$ cat src/rtl/core/complex_number_alu_defines.svh
// Assertion macros for the complex number ALU.
// Included by files that carry concurrent checks; no other dependencies.
`ifndef COMPLEX_NUMBER_ALU_DEFINES_SVH
`define COMPLEX_NUMBER_ALU_DEFINES_SVH

`ifndef ASSERT_OFF
// same-cycle implication check
`define CNA_ASSERT_IMP(lbl, clk, rstn, ante, cons) \
    lbl: assert property (@(posedge clk) disable iff (!rstn) (ante) |-> (cons)) \
        else $error("complex_number_alu: same-cycle check failed");
// next-cycle implication check
`define CNA_ASSERT_NXT(lbl, clk, rstn, ante, cons) \
    lbl: assert property (@(posedge clk) disable iff (!rstn) (ante) |=> (cons)) \
        else $error("complex_number_alu: next-cycle check failed");
`else
`define CNA_ASSERT_IMP(lbl, clk, rstn, ante, cons)
`define CNA_ASSERT_NXT(lbl, clk, rstn, ante, cons)
`endif

`endif

$ cat src/rtl/core/cna_pkg.sv
// Shared types, constants and helper functions for the complex number ALU.
// No dependencies; imported by every module of the block.
package cna_pkg;

    localparam int WORD_BITS = 32;
    localparam int FRAC_BITS = 16;
    localparam int PROD_BITS = 2 * WORD_BITS;
    localparam int EXT_BITS  = PROD_BITS + 1;
    localparam int REM_BITS  = 3 * WORD_BITS;
    localparam int IDX_BITS  = $clog2(WORD_BITS);

    typedef logic [WORD_BITS-1:0] word_t;

    typedef enum logic [1:0] {
        OP_ADD = 2'd0,
        OP_MUL = 2'd1,
        OP_DIV = 2'd2,
        OP_MAG = 2'd3
    } op_t;

    typedef enum logic [1:0] {
        ST_OK       = 2'd0,
        ST_DIV_ZERO = 2'd1,
        ST_SAT      = 2'd2
    } status_t;

    localparam word_t WORD_MAX = {1'b0, {(WORD_BITS-1){1'b1}}};
    localparam word_t WORD_MIN = {1'b1, {(WORD_BITS-1){1'b0}}};
    localparam word_t WORD_ONE = {{(WORD_BITS-1){1'b0}}, 1'b1};
    localparam logic [REM_BITS-1:0] REM_ONE = {{(REM_BITS-1){1'b0}}, 1'b1};
    localparam logic signed [EXT_BITS-1:0] FRAC_BIAS =
        {{(EXT_BITS-FRAC_BITS){1'b0}}, {FRAC_BITS{1'b1}}};

    typedef struct packed {
        word_t v;
        logic  sat;
    } sat_word_t;

    // Everything one item carries down the divide / root chain
    typedef struct packed {
        logic                  valid;
        op_t                   op;
        word_t                 res_re;
        word_t                 res_im;
        logic                  sat;
        logic                  div_zero;
        logic                  neg_re;
        logic                  neg_im;
        logic                  ovf_re;
        logic                  ovf_im;
        logic [PROD_BITS-1:0]  den;
        logic [REM_BITS-1:0]   rem_re;
        logic [REM_BITS-1:0]   rem_im;
        word_t                 q_re;
        word_t                 q_im;
    } cell_t;

    typedef struct packed {
        word_t   re;
        word_t   im;
        status_t status;
    } result_t;

    // Clamp a wide signed value to the word range
    function automatic sat_word_t clamp_ext(input logic signed [EXT_BITS-1:0] x);
        logic signed [EXT_BITS-1:0] hi;
        logic signed [EXT_BITS-1:0] lo;
        sat_word_t r;
        hi = {{(EXT_BITS-WORD_BITS){1'b0}}, WORD_MAX};
        lo = {{(EXT_BITS-WORD_BITS){1'b1}}, WORD_MIN};
        if (x > hi) begin
            r.v   = WORD_MAX;
            r.sat = 1'b1;
        end else if (x < lo) begin
            r.v   = WORD_MIN;
            r.sat = 1'b1;
        end else begin
            r.v   = x[WORD_BITS-1:0];
            r.sat = 1'b0;
        end
        return r;
    endfunction

    // Sign-magnitude quotient to two's complement, with clamping
    function automatic sat_word_t pack_mag(input logic neg, input logic ovf, input word_t q);
        sat_word_t r;
        if (neg) begin
            if (ovf || (q > WORD_MIN)) begin
                r.v   = WORD_MIN;
                r.sat = 1'b1;
            end else begin
                r.v   = word_t'(~q + WORD_ONE);
                r.sat = 1'b0;
            end
        end else begin
            if (ovf || q[WORD_BITS-1]) begin
                r.v   = WORD_MAX;
                r.sat = 1'b1;
            end else begin
                r.v   = q;
                r.sat = 1'b0;
            end
        end
        return r;
    endfunction

endpackage

$ cat src/rtl/core/cna_cell.sv
// One digit cell of the chain: a quotient bit for divide or a root bit for magnitude.
// Depends on cna_pkg.
module cna_cell (
    input  logic                             aclk,
    input  logic                             aresetn,
    input  logic                             en,
    input  logic [cna_pkg::IDX_BITS-1:0]     idx,
    input  cna_pkg::cell_t                   d_in,
    output cna_pkg::cell_t                   d_out
);
    import cna_pkg::*;

    logic [REM_BITS-1:0]   d_step;
    logic [REM_BITS-1:0]   r_step;
    logic [IDX_BITS:0]     idx_up;
    word_t                 bit_k;
    cell_t                 d_next;

    logic                  valid_reg;
    cell_t                 data_reg;

    // divisor aligned to this bit
    assign d_step = REM_BITS'(d_in.den) << idx;
    // root trial: 2*r*2^k + 2^(2k)
    assign idx_up = (IDX_BITS+1)'(idx) + (IDX_BITS+1)'(1);
    assign r_step = (REM_BITS'(d_in.q_re) << idx_up) + (REM_ONE << {idx, 1'b0});
    assign bit_k  = WORD_ONE << idx;

    always_comb begin
        d_next = d_in;
        case (d_in.op)
            OP_DIV: begin
                if (d_in.rem_re >= d_step) begin
                    d_next.rem_re = d_in.rem_re - d_step;
                    d_next.q_re   = d_in.q_re | bit_k;
                end
                if (d_in.rem_im >= d_step) begin
                    d_next.rem_im = d_in.rem_im - d_step;
                    d_next.q_im   = d_in.q_im | bit_k;
                end
            end
            OP_MAG: begin
                if (d_in.rem_re >= r_step) begin
                    d_next.rem_re = d_in.rem_re - r_step;
                    d_next.q_re   = d_in.q_re | bit_k;
                end
            end
            default: begin
                d_next = d_in;
            end
        endcase
    end

    always_ff @(posedge aclk) begin
        if (!aresetn) begin
            valid_reg <= 1'b0;
        end else if (en) begin
            valid_reg <= d_in.valid;
        end
    end

    always_ff @(posedge aclk) begin
        if (en) begin
            data_reg <= d_next;
        end
    end

    always_comb begin
        d_out       = data_reg;
        d_out.valid = valid_reg;
    end

endmodule

$ cat config.mk
export PLATFORM = sky130hd
export DESIGN_NAME = cna_cell
export DESIGN_NICKNAME = d
export VERILOG_FILES = /design/src/rtl/core/complex_number_alu_defines.svh /design/src/rtl/core/cna_pkg.sv /design/src/rtl/core/cna_cell.sv
export SDC_FILE = /design/constraint.sdc
export NUM_CORES = 2
export LEC_CHECK = 0
export BUFFER_PORTS_ARGS = -buffer_cell sky130_fd_sc_hd__clkbuf_2
export CORE_UTILIZATION = 38
export CTS_CLUSTER_SIZE = 30
export DETAILED_ROUTE_END_ITERATION = 12
export HOLD_SLACK_MARGIN = 0.05
export MAX_ROUTING_LAYER = met4
export PLACE_DENSITY_LB_ADDON = 0.25
export RECOVER_POWER = 100
export SLEW_MARGIN = 0
export SYNTH_ARGS = -nofsm -noshare
export SYNTH_HDL_FRONTEND = slang
export SYNTH_SLANG_ARGS = --single-unit
$ cat constraint.sdc
create_clock -name aclk -period 9.3 [get_ports aclk]
set_clock_uncertainty 0.15 [all_clocks]
set_input_delay 0.465 -clock aclk [delete_from_list [all_inputs] [get_ports aclk]]
set_output_delay 0.465 -clock aclk [all_outputs]
set_load 0.01 [all_outputs]
==> flow_metrics.env <==
export IMPL_fin_crit_sh_pct=95.0
export IMPL_cts_clk_slew_worst_paths_ns=0.07
export IMPL_cts_root_buf="clkbuf_16"
export IMPL_violations="max-capacitance violations, max-slew violations"
export IMPL_outcome="finished with violations"
export IMPL_largest_reg_flops=392
export IMPL_dr_first_iter_drc_count=5776
export IMPL_drive_gt1_share_pct=13.6
export IMPL_numClockSinks=393
export IMPL_cp_max_fo=72
export IMPL_drv_cap=9
export IMPL_io_pins=794
export IMPL_portBuffers=793
export IMPL_core_area_mm2=0.113
export IMPL_yosysUniqueCellTypes=111
export IMPL_track_usage_pct=39.5
export IMPL_r2r_slack_ns=7.99
export IMPL_drc=0
export IMPL_worstMarginPinSlew_ns=5.68
export IMPL_die_w_um=339
export IMPL_cts_tree="yes"
export IMPL_area_growth_pct=24.1
export IMPL_multi_input_area_mm2=0.0297
export IMPL_hold_ws_ns=0.0804
export IMPL_synth_cell_area_mm2=0.0432
export IMPL_htreeDepth=2
export IMPL_start_util_pct=38.3
export IMPL_ys_ff_latch=393
export IMPL_die_h_um=339
export IMPL_dieArea_mm2=0.115
export IMPL_grt_ovfl_total=0
export IMPL_wl_per_cell_um=29.6
export IMPL_via_per_inst=6.15
export IMPL_crit_slowest_cell="o21ai_0"
export IMPL_synth_avg_cell_area_um2=8.36
export IMPL_cp_data_required_time_ns=9.66
export IMPL_place_congestion=1.05
export IMPL_cp_cell_sequence="dlygate4sd3_1, clkbuf_1, mux4_2, mux2i_1, nand2_1, a31oi_1, ha_1, nand2_1, or3_1, or3_1, nor3_1, nand3b_1, o211ai_1, nor2_1, o21ai_0, clkbuf_2, clkbuf_2, a21o_1"
export IMPL_min_period_ns=8.84
export IMPL_grt_first_pass_wirelength_um=322000
export IMPL_ys_flop_type="edfxtp_1"
export IMPL_core_rowCount=123
export IMPL_synthCells=5169
export IMPL_grt_max_degree=155
export IMPL_tns_ns=0
export IMPL_async_flop_share_pct=0
export IMPL_final_hold_violation_count=0
export IMPL_hp_class="input port to flip-flop"
export IMPL_arrival_ns=9.20
export IMPL_place_hpwl_um=190000
export IMPL_drtPass1Iterations=6
export IMPL_ir_worst_vdd_v=0.000171
export IMPL_layout_area_seq_mm2=0.0118
export IMPL_clk_path_buf_depth=3
export IMPL_p_leak_nw=21.7
export IMPL_fin_util_pct=47.6
export IMPL_nets=6961
export IMPL_drtAntennaViolNets=0
export IMPL_grt_pass1_vias=44700
export IMPL_ys_warn_count=0
export IMPL_nFillCells=11300
export IMPL_vias=47800
export IMPL_cp_end_kind="flip-flop"
export IMPL_synth_edff_count=392
export IMPL_wirelength_um=230000
export IMPL_drv_slew=524
export IMPL_clk_latency_ns=0.66
export IMPL_critPathLaunchType="input port"
export IMPL_slew_headroom_pct=-279
export IMPL_cellPowerDensity_mw_per_mm2=162
export IMPL_fmax_ghz=0.113
export IMPL_numCtsBuffers=49
export IMPL_rsz0062_at_grt="false"
export IMPL_seq_area_frac_synth_pct=27.3
export IMPL_path_class="input port to flip-flop"
export IMPL_setup_viol=0
export IMPL_antenna_found_initial=18
export IMPL_crit_path_max_incr_delay_ns=1.30
-- Yosys cell counts, types with 26 or more instances --
cell | count | area share [%]
a21o_1 | 239 | 4.2
a22oi_1 | 66 | 1.1
a211oi_1 | 32 | 0.56
nor3_1 | 96 | 1.1
nand3_1 | 89 | 1.0
o21ai_0 | 325 | 3.8
mux4_2 | 79 | 4.1
nand4_1 | 117 | 1.7
o21bai_1 | 85 | 1.5
and2_1 | 54 | 0.78
and3_1 | 49 | 0.71
mux2_2 | 68 | 1.8
nand2_1 | 565 | 4.9
o221ai_1 | 31 | 0.63
xnor2_1 | 205 | 4.2
nor4_1 | 26 | 0.38
buf_1 | 37 | 0.32
nor2b_1 | 46 | 0.67
nand2b_1 | 52 | 0.75
o22ai_1 | 35 | 0.51
ha_1 | 326 | 9.4
inv_1 | 135 | 1.2
edfxtp_1 | 392 | 27
o21a_1 | 37 | 0.64
nor2_1 | 501 | 4.4
a21oi_1 | 548 | 6.4
mux2i_1 | 102 | 2.4
clkbuf_1 | 227 | 2.0
xor2_1 | 130 | 2.6
a31oi_1 | 59 | 0.85
-- per-layer routing --
layer  part of all wire, %  global-route usage (%)  vias up
li1                      -                       -    21600
met1                    42                    51.8    23100
met2                    43                    59.1     2684
met3                   8.9                    6.13      467
met4                   5.8                    19.2        0
met5                     0                       -        -
-- critical path, delay by kind of cell --
| kind | cells | cell delay (ns) |
|---|---|---|
| AOI/OAI and AO/OA | 4 | 2.93 |
| adders and majority gates | 1 | 0.36 |
| and+or+nand+nor | 7 | 1.70 |
| muxes | 2 | 0.92 |
| buffers and inverters | 4 | 2.69 |
-- path summary, 6_finish.rpt --
path	from	endpoint	depth (start not counted)
setup reg to reg	valid_reg	valid_reg	3
setup / recovery	d_in[295]	d_out[24]	18
hold reg to reg	valid_reg	valid_reg	3
hold / removal	d_in[163]	d_out[163]	2
-- layout make-up --
class                   instances  area share (%)
multi-input cells            4347            55.5
flip-flops and latches        393            22.0
repair buffers               1299            14.9
well taps                    1500            3.50
clock buffers                  57            2.38
inverters                     141           0.988
clock inverters                32           0.670
diodes                         10          0.0467
-- metrics by stage --
stage	instances	total power, mW	setup WS (ns)	area [um2]
global placement	7395	6.53	-0.197	49800
detailed placement	7395	6.49	-0.173	49800
finish	7779	8.68	0.461	53600
global route	7775	9.00	0.00551	53600
floorplan	5177	4.77	0.130	43200
CTS	7769	8.63	0.505	54300
-- cell usage in the layout, fill, tap and decap left out, types with 31 or more instances in the layout --
cell type	netlist	final
xnor2_1	205	204
nand3_1	89	89
mux2_2	68	65
o21a_1	37	37
clkbuf_16	0	50
mux2i_1	102	102
edfxtp_1	392	392
nand2_1	565	564
o21bai_1	85	85
and2_1	54	54
a21o_1	239	239
nand4_1	117	117
dlygate4sd3_1	0	285
o21ai_0	325	324
a21oi_1	548	548
clkbuf_1	227	482
buf_4	8	195
and3_1	49	49
nor2b_1	46	48
a211oi_1	32	32
o22ai_1	35	35
nand2b_1	52	52
a31oi_1	59	58
ha_1	326	324
xor2_1	130	130
nor3_1	96	96
inv_1	135	135
nor2_1	501	499
clkbuf_2	1	329
mux4_2	79	79
a22oi_1	66	66
o221ai_1	31	31
-- cells by family (layout without fill, tap and decap cells) --
logic type / after synthesis / in the layout / share of synthesized area [%]
other: 1 / 19 / 0.00868
AOI/OAI and AO/OA: 1734 / 1734 / 25.8
buffers and inverters: 437 / 1529 / 4.07
xor gates and xnor gates: 338 / 338 / 6.93
muxes: 253 / 253 / 8.39
adders and majority gates: 329 / 329 / 9.58
and+or+nand+nor: 1684 / 1684 / 17.9
DFF: 393 / 393 / 27.3
-- where the power goes --
| group | switching, mW | internal [mW] | total [mW] |
|---|---|---|---|
| Combinational | 2.83 | 1.54 | 4.37 |
| Sequential | 0.0976 | 2.19 | 2.29 |
| Clock | 0.896 | 1.13 | 2.03 |
-- what timing repair did --
action,4_1_cts,5_1_grt
hold buffers,285,0
buffers inserted,0,0
resized for setup,0,2
endpoints found under the hold margin,284,0
setup endpoints to repair,0,3
Note: power is estimated with default switching activity, not from simulation.
